**config.mk**
```make
export PLATFORM = sky130hd
export DESIGN_NAME = sync_length_frame_deframer_flat
export DESIGN_NICKNAME = d
export VERILOG_FILES = /design/src/rtl/sld_pkg.sv /design/src/rtl/sld_in_if.sv /design/src/rtl/sld_out_if.sv /design/src/rtl/sld_in_stage.sv /design/src/rtl/sld_parser.sv /design/src/rtl/sld_out_stage.sv /design/src/rtl/sync_length_frame_deframer.sv /design/src/flat_wrapper.sv
export SDC_FILE = /design/constraint.sdc
export NUM_CORES = 1
export LEC_CHECK = 0
export BUFFER_PORTS_ARGS = -buffer_cell sky130_fd_sc_hd__buf_2
export CAP_MARGIN = 0
export CORE_ASPECT_RATIO = 1.4
export CORE_MARGIN = 3
export CORE_UTILIZATION = 40
export CTS_BUF_LIST = sky130_fd_sc_hd__clkbuf_4 sky130_fd_sc_hd__clkbuf_8
export CTS_CLUSTER_DIAMETER = 60
export DETAILED_ROUTE_END_ITERATION = 6
export SYNTH_ARGS = -nofsm -noshare
export SYNTH_HDL_FRONTEND = slang
export SYNTH_HIERARCHICAL = 1
export SYNTH_SLANG_ARGS = --single-unit
```
**constraint.sdc**
```tcl
create_clock -name clk -period 2.6 [get_ports clk]
set_input_delay 0.39 -clock clk [delete_from_list [all_inputs] [get_ports clk]]
set_output_delay 0.39 -clock clk [all_outputs]
set_load 0.01 [all_outputs]
```
**src/rtl/sld_pkg.sv**
```systemverilog
package sld_pkg;

  localparam int unsigned BYTE_W  = 8;
  localparam int unsigned CNT_W   = 17;
  localparam int unsigned KIND_W  = 2;

  localparam logic [BYTE_W-1:0] SYNC_FIRST  = 8'hFE;
  localparam logic [BYTE_W-1:0] SYNC_SECOND = 8'hED;
  localparam logic [BYTE_W-1:0] NEWLINE     = 8'h0A;
  localparam logic [CNT_W-1:0]  EXTRA_LEN   = 17'd8;
  localparam logic [CNT_W-1:0]  CNT_MAX     = 17'h1FFFF;

  localparam logic [KIND_W-1:0] KIND_BYTE  = 2'd0;
  localparam logic [KIND_W-1:0] KIND_END   = 2'd1;
  localparam logic [KIND_W-1:0] KIND_ABORT = 2'd2;

  typedef enum logic [2:0] {
    PH_HUNT  = 3'd0,
    PH_SYNC2 = 3'd1,
    PH_LENLO = 3'd2,
    PH_LENHI = 3'd3,
    PH_FILL  = 3'd4,
    PH_TERM  = 3'd5
  } sld_phase_t;

  typedef struct packed {
    logic              has;
    logic [KIND_W-1:0] kind;
    logic [BYTE_W-1:0] value;
    logic [CNT_W-1:0]  index;
    logic              ok;
  } sld_res_t;

endpackage

```
**src/rtl/sld_in_if.sv**
```systemverilog
interface sld_in_if;
  logic       valid;
  logic       ready;
  logic [7:0] rx_byte;

  modport source (output valid, output rx_byte, input ready);
  modport sink (input valid, input rx_byte, output ready);
endinterface

```
**src/rtl/sld_out_if.sv**
```systemverilog
interface sld_out_if;
  logic        valid;
  logic        ready;
  logic [1:0]  kind;
  logic [7:0]  byte_value;
  logic [16:0] byte_index;
  logic        terminator_ok;

  modport source (
    output valid, output kind, output byte_value, output byte_index,
    output terminator_ok, input ready
  );
  modport sink (
    input valid, input kind, input byte_value, input byte_index,
    input terminator_ok, output ready
  );
endinterface

```
**src/rtl/sld_in_stage.sv**
```systemverilog
module sld_in_stage (
  input  logic                    clk,
  input  logic                    rst_n,
  sld_in_if.sink                  in_ch,
  input  logic                    take,
  output logic                    vld,
  output logic [sld_pkg::BYTE_W-1:0] data
);
  import sld_pkg::*;

  logic              vld_r;
  logic              vld_nxt;
  logic [BYTE_W-1:0] data_r;

  assign in_ch.ready = !vld_r || take;

  always_comb begin
    vld_nxt = vld_r;
    if (in_ch.valid && in_ch.ready) begin
      vld_nxt = 1'b1;
    end else if (take) begin
      vld_nxt = 1'b0;
    end
  end

  always_ff @(posedge clk) begin
    if (!rst_n) begin
      vld_r <= 1'b0;
    end else begin
      vld_r <= vld_nxt;
    end
  end

  always_ff @(posedge clk) begin
    if (in_ch.valid && in_ch.ready) begin
      data_r <= in_ch.rx_byte;
    end
  end

  assign vld  = vld_r;
  assign data = data_r;

endmodule

```
**src/rtl/sld_parser.sv**
```systemverilog
module sld_parser (
  input  logic                       clk,
  input  logic                       rst_n,
  input  logic                       step,
  input  logic [sld_pkg::BYTE_W-1:0] rx_byte,
  output sld_pkg::sld_res_t          res
);
  import sld_pkg::*;

  sld_phase_t       phase_r, phase_nxt;
  logic [CNT_W-1:0] remaining_r, remaining_nxt;
  logic [CNT_W-1:0] count_r, count_nxt;
  logic [CNT_W-1:0] count_inc;
  logic [CNT_W-1:0] rem_dec;

  assign count_inc = (count_r < CNT_MAX) ? count_r + 1'b1 : count_r;
  assign rem_dec   = (remaining_r != '0) ? remaining_r - 1'b1 : remaining_r;

  always_comb begin
    phase_nxt     = phase_r;
    remaining_nxt = remaining_r;
    count_nxt     = count_r;
    res           = '0;
    res.index     = count_r;
    unique case (phase_r)
      PH_SYNC2: begin
        if (rx_byte == SYNC_SECOND) begin
          phase_nxt = PH_LENLO;
          count_nxt = '0;
        end else begin
          phase_nxt = PH_HUNT;
        end
      end
      PH_LENLO: begin
        remaining_nxt = {{(CNT_W-BYTE_W){1'b0}}, rx_byte};
        phase_nxt     = PH_LENHI;
        res.has       = 1'b1;
        res.kind      = KIND_BYTE;
        res.value     = rx_byte;
        count_nxt     = count_inc;
      end
      PH_LENHI: begin
        if (rx_byte == NEWLINE) begin
          phase_nxt = PH_HUNT;
          res.has   = 1'b1;
          res.kind  = KIND_ABORT;
        end else begin
          remaining_nxt = {1'b0, rx_byte, remaining_r[BYTE_W-1:0]} + EXTRA_LEN;
          phase_nxt     = PH_FILL;
          res.has       = 1'b1;
          res.kind      = KIND_BYTE;
          res.value     = rx_byte;
          count_nxt     = count_inc;
        end
      end
      PH_FILL: begin
        remaining_nxt = rem_dec;
        if (rem_dec == '0) begin
          phase_nxt = PH_TERM;
        end
        res.has   = 1'b1;
        res.kind  = KIND_BYTE;
        res.value = rx_byte;
        count_nxt = count_inc;
      end
      PH_TERM: begin
        phase_nxt = PH_HUNT;
        res.has   = 1'b1;
        res.kind  = KIND_END;
        res.ok    = (rx_byte == NEWLINE);
      end
      default: begin
        phase_nxt = (rx_byte == SYNC_FIRST) ? PH_SYNC2 : PH_HUNT;
      end
    endcase
  end

  always_ff @(posedge clk) begin
    if (!rst_n) begin
      phase_r     <= PH_HUNT;
      remaining_r <= '0;
      count_r     <= '0;
    end else if (step) begin
      phase_r     <= phase_nxt;
      remaining_r <= remaining_nxt;
      count_r     <= count_nxt;
    end
  end

  a_abort_from_lenhi: assert property (@(posedge clk) disable iff (!rst_n)
    (res.has && res.kind == KIND_ABORT) |-> phase_r == PH_LENHI)
    else $error("abort result outside length high phase");

  a_fill_has_work: assert property (@(posedge clk) disable iff (!rst_n)
    phase_r == PH_FILL |-> remaining_r != '0)
    else $error("fill phase with nothing remaining");

  a_term_to_hunt: assert property (@(posedge clk) disable iff (!rst_n)
    (step && phase_r == PH_TERM) |=> phase_r == PH_HUNT)
    else $error("terminator did not return to hunt");

endmodule

```
**src/rtl/sld_out_stage.sv**
```systemverilog
module sld_out_stage (
  input  logic              clk,
  input  logic              rst_n,
  input  logic              load,
  input  sld_pkg::sld_res_t res,
  output logic              room,
  sld_out_if.source         out_ch
);
  import sld_pkg::*;

  logic              vld_r;
  logic              vld_nxt;
  logic [KIND_W-1:0] kind_r;
  logic [BYTE_W-1:0] value_r;
  logic [CNT_W-1:0]  index_r;
  logic              ok_r;

  assign room = !vld_r || out_ch.ready;

  always_comb begin
    vld_nxt = vld_r;
    if (load) begin
      vld_nxt = res.has;
    end else if (out_ch.ready) begin
      vld_nxt = 1'b0;
    end
  end

  always_ff @(posedge clk) begin
    if (!rst_n) begin
      vld_r <= 1'b0;
    end else begin
      vld_r <= vld_nxt;
    end
  end

  always_ff @(posedge clk) begin
    if (load && res.has) begin
      kind_r  <= res.kind;
      value_r <= res.value;
      index_r <= res.index;
      ok_r    <= res.ok;
    end
  end

  assign out_ch.valid         = vld_r;
  assign out_ch.kind          = kind_r;
  assign out_ch.byte_value    = value_r;
  assign out_ch.byte_index    = index_r;
  assign out_ch.terminator_ok = ok_r;

endmodule

```
**src/rtl/sync_length_frame_deframer.sv**
```systemverilog
// sync/length frame deframer
// in_ch carries one received serial byte per transfer (valid/ready). the
// block hunts for the sync pair fe ed, reads a two byte length, then expects
// length + 8 body bytes and a terminator byte.
// out_ch carries at most one result per input byte: a stored frame byte with
// its index (kind 0), a frame end with the terminator check (kind 1), or an
// abort when the length high byte is 0a (kind 2). sync bytes give no result.
// path: an input byte is held in the input register, then goes through the
// parse logic into the result register.
// throughput: one byte per cycle while out_ch.ready is high; the parse state
// machine updates once per byte.
// stall: while a result waits in the result register, the parser holds and the
// input register keeps one more byte, after which in_ch.ready drops.
// reset: rst_n (synchronous, active low) empties both registers and returns
// the parser to the sync hunt with length and count cleared.
module sync_length_frame_deframer (
  input  logic      clk,
  input  logic      rst_n,
  sld_in_if.sink    in_ch,
  sld_out_if.source out_ch
);
  import sld_pkg::*;

  logic              in_vld;
  logic [BYTE_W-1:0] in_data;
  logic              room;
  logic              adv;
  sld_res_t          res;

  assign adv = in_vld && room;

  sld_in_stage u_in (
    .clk   (clk),
    .rst_n (rst_n),
    .in_ch (in_ch),
    .take  (adv),
    .vld   (in_vld),
    .data  (in_data)
  );

  sld_parser u_parser (
    .clk     (clk),
    .rst_n   (rst_n),
    .step    (adv),
    .rx_byte (in_data),
    .res     (res)
  );

  sld_out_stage u_out (
    .clk    (clk),
    .rst_n  (rst_n),
    .load   (adv),
    .res    (res),
    .room   (room),
    .out_ch (out_ch)
  );

endmodule
```
**src/flat_wrapper.sv**
```systemverilog
// flat-port wrapper written by rule: the top's interface ports become plain ports
module sync_length_frame_deframer_flat import sld_pkg::*;
  (clk, rst_n, in_ch_valid, in_ch_rx_byte, in_ch_ready, out_ch_valid, out_ch_kind, out_ch_byte_value, out_ch_byte_index, out_ch_terminator_ok, out_ch_ready);
  sld_in_if in_ch_i ();
  sld_out_if out_ch_i ();
  input  logic clk;
  input  logic rst_n;
  input wire logic [$bits(in_ch_i.valid)-1:0] in_ch_valid;
  input wire logic [$bits(in_ch_i.rx_byte)-1:0] in_ch_rx_byte;
  output wire logic [$bits(in_ch_i.ready)-1:0] in_ch_ready;
  output wire logic [$bits(out_ch_i.valid)-1:0] out_ch_valid;
  output wire logic [$bits(out_ch_i.kind)-1:0] out_ch_kind;
  output wire logic [$bits(out_ch_i.byte_value)-1:0] out_ch_byte_value;
  output wire logic [$bits(out_ch_i.byte_index)-1:0] out_ch_byte_index;
  output wire logic [$bits(out_ch_i.terminator_ok)-1:0] out_ch_terminator_ok;
  input wire logic [$bits(out_ch_i.ready)-1:0] out_ch_ready;
  assign in_ch_i.valid = in_ch_valid;
  assign in_ch_i.rx_byte = in_ch_rx_byte;
  assign in_ch_ready = in_ch_i.ready;
  assign out_ch_valid = out_ch_i.valid;
  assign out_ch_kind = out_ch_i.kind;
  assign out_ch_byte_value = out_ch_i.byte_value;
  assign out_ch_byte_index = out_ch_i.byte_index;
  assign out_ch_terminator_ok = out_ch_i.terminator_ok;
  assign out_ch_i.ready = out_ch_ready;
  sync_length_frame_deframer u_core (.clk(clk), .rst_n(rst_n), .in_ch(in_ch_i), .out_ch(out_ch_i));
endmodule
```
==> run_results.csv <==
group,metric,value,unit
sta,worstMarginPinSlew,0.535,ns
worst_setup_path,startpoint_type,"flop",
worst_setup_path,cp_slowest_stage_delay,0.58,ns
worst_setup_path,critPathTopFamily,"simple AND/OR/NAND/NOR gates",
placement,place_area,4400,um2
hold_path,min_to,"u_core/u_in/data[4]$_DFFE_PP_",
placement,portBuffers,41,
job,drv_cap,0,
logic_synthesis,synth-async-reset-ratio,0,%
drt,dr.pass1.iters,5,
worst_setup_path,rr_worst_depth,6,
cts,cts_resized,0,
cts,holdBufCountCts,0,
power_and_ir_drop,p_leak,1.75,nW
worst_setup_path,reg2reg_slack,0.33,ns
logic_synthesis,yosysWarningCount,6,
sta,max_freq,0.440,GHz
sta,relSlewSlack,64.3,%
finish,nets,473,
hold_path,hold_class,"input port to flop",
logic_synthesis,synthTopCellsByArea,"edfxtp_1, dfxtp_1, xor2_1",
finish,drive_above_1_share,19.3,%
logic_synthesis,synth_nets,436,
finish,final_area,4590,um2
drt,detail_route.vias_per_cell,5.70,
cts,post_cts_buffers,0,
worst_setup_path,crit_fanout,17,
sta,fin_crit_sh,87.3,%
hold_path,hold_start,"in_ch_rx_byte[4]",
placement,place_inst,576,
sta,tns,0,ns
finish,fillerInstances,964,
worst_setup_path,setup.worst_path.end_class,"flop",
sta,finalMaxSlewViolations,0,
logic_synthesis,yosysMostFrequentCell,"dfxtp_1",
logic_synthesis,synthTopCellsByCount,"dfxtp_1, edfxtp_1, nor2_1",
status,outcome,"completed",
sta,rsz0062_at_grt,"false",
worst_setup_path,worstReg2RegEnd,"u_core/u_parser/remaining_r[7]$_SDFFE_PN0P_",
logic_synthesis,synth_flop_cell,"dfxtp_1",
worst_setup_path,worstPathCellList,"nor4b_2 > nand3_1 > nand3_2 > o22ai_1 > a31oi_1 > o221a_2",
cts,clk_latency,0.36,ns
grt,overflow,0,
worst_setup_path,r2r_start,"u_core/u_in/data[2]$_DFFE_PP_",
floorplanning,io_pins,42,
logic_synthesis,syn_avg_cell_area,9.70,um2
drt,drt_iter0_drc,180,
power_and_ir_drop,vdd_drop_max,300,uV
floorplanning,rows,42,
worst_setup_path,worst-path-buf-inv,0,
floorplanning,fp.dieW,91.1,um
floorplanning,dieArea,11400,um2
worst_setup_path,slowest_stage,"edfxtp_1",
cts,htree_levels,3,
drt,wl_per_cell,17.4,um
drt,wl,10300,um
grt,grt_max_degree,30,
grt,grt_first_pass_wirelength,16400,um
worst_setup_path,cp.required,2.91,ns
worst_setup_path,crit_type,"flop to flop",
cts,cts_tree,"yes",
logic_synthesis,yosysSeqAreaShare,45.9,%
logic_synthesis,syn_inst,418,
sta,finalSetupViolCount,0,
grt,grt_pass1_vias,3215,
grt,antenna_found_initial,0,
worst_setup_path,worst-path-stages,6,
finish,fin_util,47.5,%
cts,clkTransAtPathRegs,0.08,ns
drt,vias,3375,
hold_path,whs_path_depth,1,
finish,diodes,0,
floorplanning,start_util,41.9,%
cts,cts-buffers-inserted,9,
placement,gp_congestion,0.957,
logic_synthesis,synth.largest_area_cell,"edfxtp_1",
sta,finalHoldViolCount,0,
worst_setup_path,crit_arrival,2.58,ns
drt,drc,0,
floorplanning,coreArea,9670,um2
floorplanning,die_y,125,um
sta,holdWs,0.203,ns
sta,clock-skew-final,0.00988,ns
power_and_ir_drop,power.density,548,nW/um2
finish,final_cells,592,
grt,grt_usage,18.3,%
logic_synthesis,synth_top_area_share,26.7,%
sta,min_period,2.27,ns
cts,root_buffer,"clkbuf_8",
cts,cts_buffer_depth,2,
drt,ant_nets,0,
finish,area_growth,13.2,%
placement,dpl.hpwl,7400,um
logic_synthesis,synth_edf_count,36,
logic_synthesis,syn_area,4060,um2
cts,clkSinkCount,75,
logic_synthesis,synth_cell_type_count,69,
logic_synthesis,ys_ff_latch,75,
sequential cells by signal (all words and copies together) (netlist names):
name,cells
u_core/u_in/vld,1
u_core/u_out/out_ch.kind,2
u_core/u_parser/count_r,17
u_core/u_out/out_ch.byte_value,8
u_core/u_out/out_ch.valid,1
u_core/u_out/out_ch.terminator_ok,1
u_core/u_in/data,8
u_core/u_parser/phase_r,3
u_core/u_parser/remaining_r,17
u_core/u_out/out_ch.byte_index,17
routing by layer:
| metal | wire, um | vias to the layer above | track usage, % |
|---|---|---|---|
| met5 | 0 | - | 0 |
| met4 | 284 | 0 | 8.79 |
| met3 | 498 | 20 | 3.49 |
| met2 | 5360 | 100 | 32.4 |
| met1 | 4140 | 1623 | 21.1 |
| li1 | - | 1632 | - |
logic make-up after synthesis:
kind of cell / Yosys count / synth area share [%]
muxes: 2 / 0.494
adders and majority gates: 6 / 1.85
DFF: 75 / 45.9
buffers and inverters: 43 / 4.69
and+or+nand+nor: 179 / 27.0
AOI/OAI and AO/OA: 90 / 15.1
xor gates and xnor gates: 23 / 4.97
cell usage in the layout, fill, tap and decap left out, types with 8 or more instances in the layout:
cell type / count
nand3_1: 19
clkbuf_8: 9
nand2_1: 26
inv_1: 13
buf_4: 15
o21ai_0: 18
nand4_1: 18
and3_1: 12
a21oi_1: 25
xor2_1: 18
dfxtp_1: 39
edfxtp_1: 36
buf_2: 41
and2_1: 8
nor2_1: 36
worst reg2reg max path, cell delays in order (launching register included):
cell	delay, ns
edfxtp_1	0.58
nor4b_2	0.44
nand3_1	0.26
nand3_2	0.36
o22ai_1	0.15
a31oi_1	0.22
o221a_2	0.21
how the worst max path moves through the flow:
| stage | startpoint | endpoint | slack, ns |
|---|---|---|---|
| floorplan | u_core/u_parser/remaining_r[3]$_SDFFE_PN0P_ | u_core/u_parser/remaining_r[7]$_SDFFE_PN0P_ | 0.61 |
| global placement | u_core/u_in/data[2]$_DFFE_PP_ | u_core/u_parser/remaining_r[5]$_SDFFE_PN0P_ | 0.37 |
| detailed placement | u_core/u_in/data[1]$_DFFE_PP_ | u_core/u_parser/count_r[15]$_SDFFE_PN0P_ | 0.36 |
| CTS | u_core/u_in/data[2]$_DFFE_PP_ | u_core/u_parser/remaining_r[7]$_SDFFE_PN0P_ | 0.34 |
| global route | u_core/u_in/data[0]$_DFFE_PP_ | u_core/u_parser/remaining_r[7]$_SDFFE_PN0P_ | 0.17 |
| finish | u_core/u_in/data[2]$_DFFE_PP_ | u_core/u_parser/remaining_r[7]$_SDFFE_PN0P_ | 0.33 |
area by class of cell:
cell class | count | area (um2) | area share, %
Clock inverter | 7 | 68.8 | 1.50
Inverter | 13 | 48.8 | 1.06
Sequential cell | 75 | 1860 | 40.6
Multi-Input combinational cell | 300 | 2000 | 43.6
Clock buffer | 9 | 124 | 2.70
Tap cell | 132 | 165 | 3.60
Timing Repair Buffer | 56 | 318 | 6.92
report_power, final:
part | internal [W] | switching, W | leakage (nW) | total (W)
sequential | 0.00126 | 0.0000357 | 0.675 | 0.00129
combinational | 0.000126 | 0.000207 | 0.986 | 0.000333
clock | 0.000438 | 0.000450 | 0.0865 | 0.000887
total | 0.00182 | 0.000692 | 1.75 | 0.00251
metrics by stage:
stage                     setup WS (ns)  power (W)
after floorplan                   0.610    0.00154
after CTS                         0.336    0.00253
after global placement            0.368    0.00165
after global routing              0.166    0.00262
after detailed placement          0.362    0.00165
final                             0.330    0.00251
(Power assumes the default switching activity.)
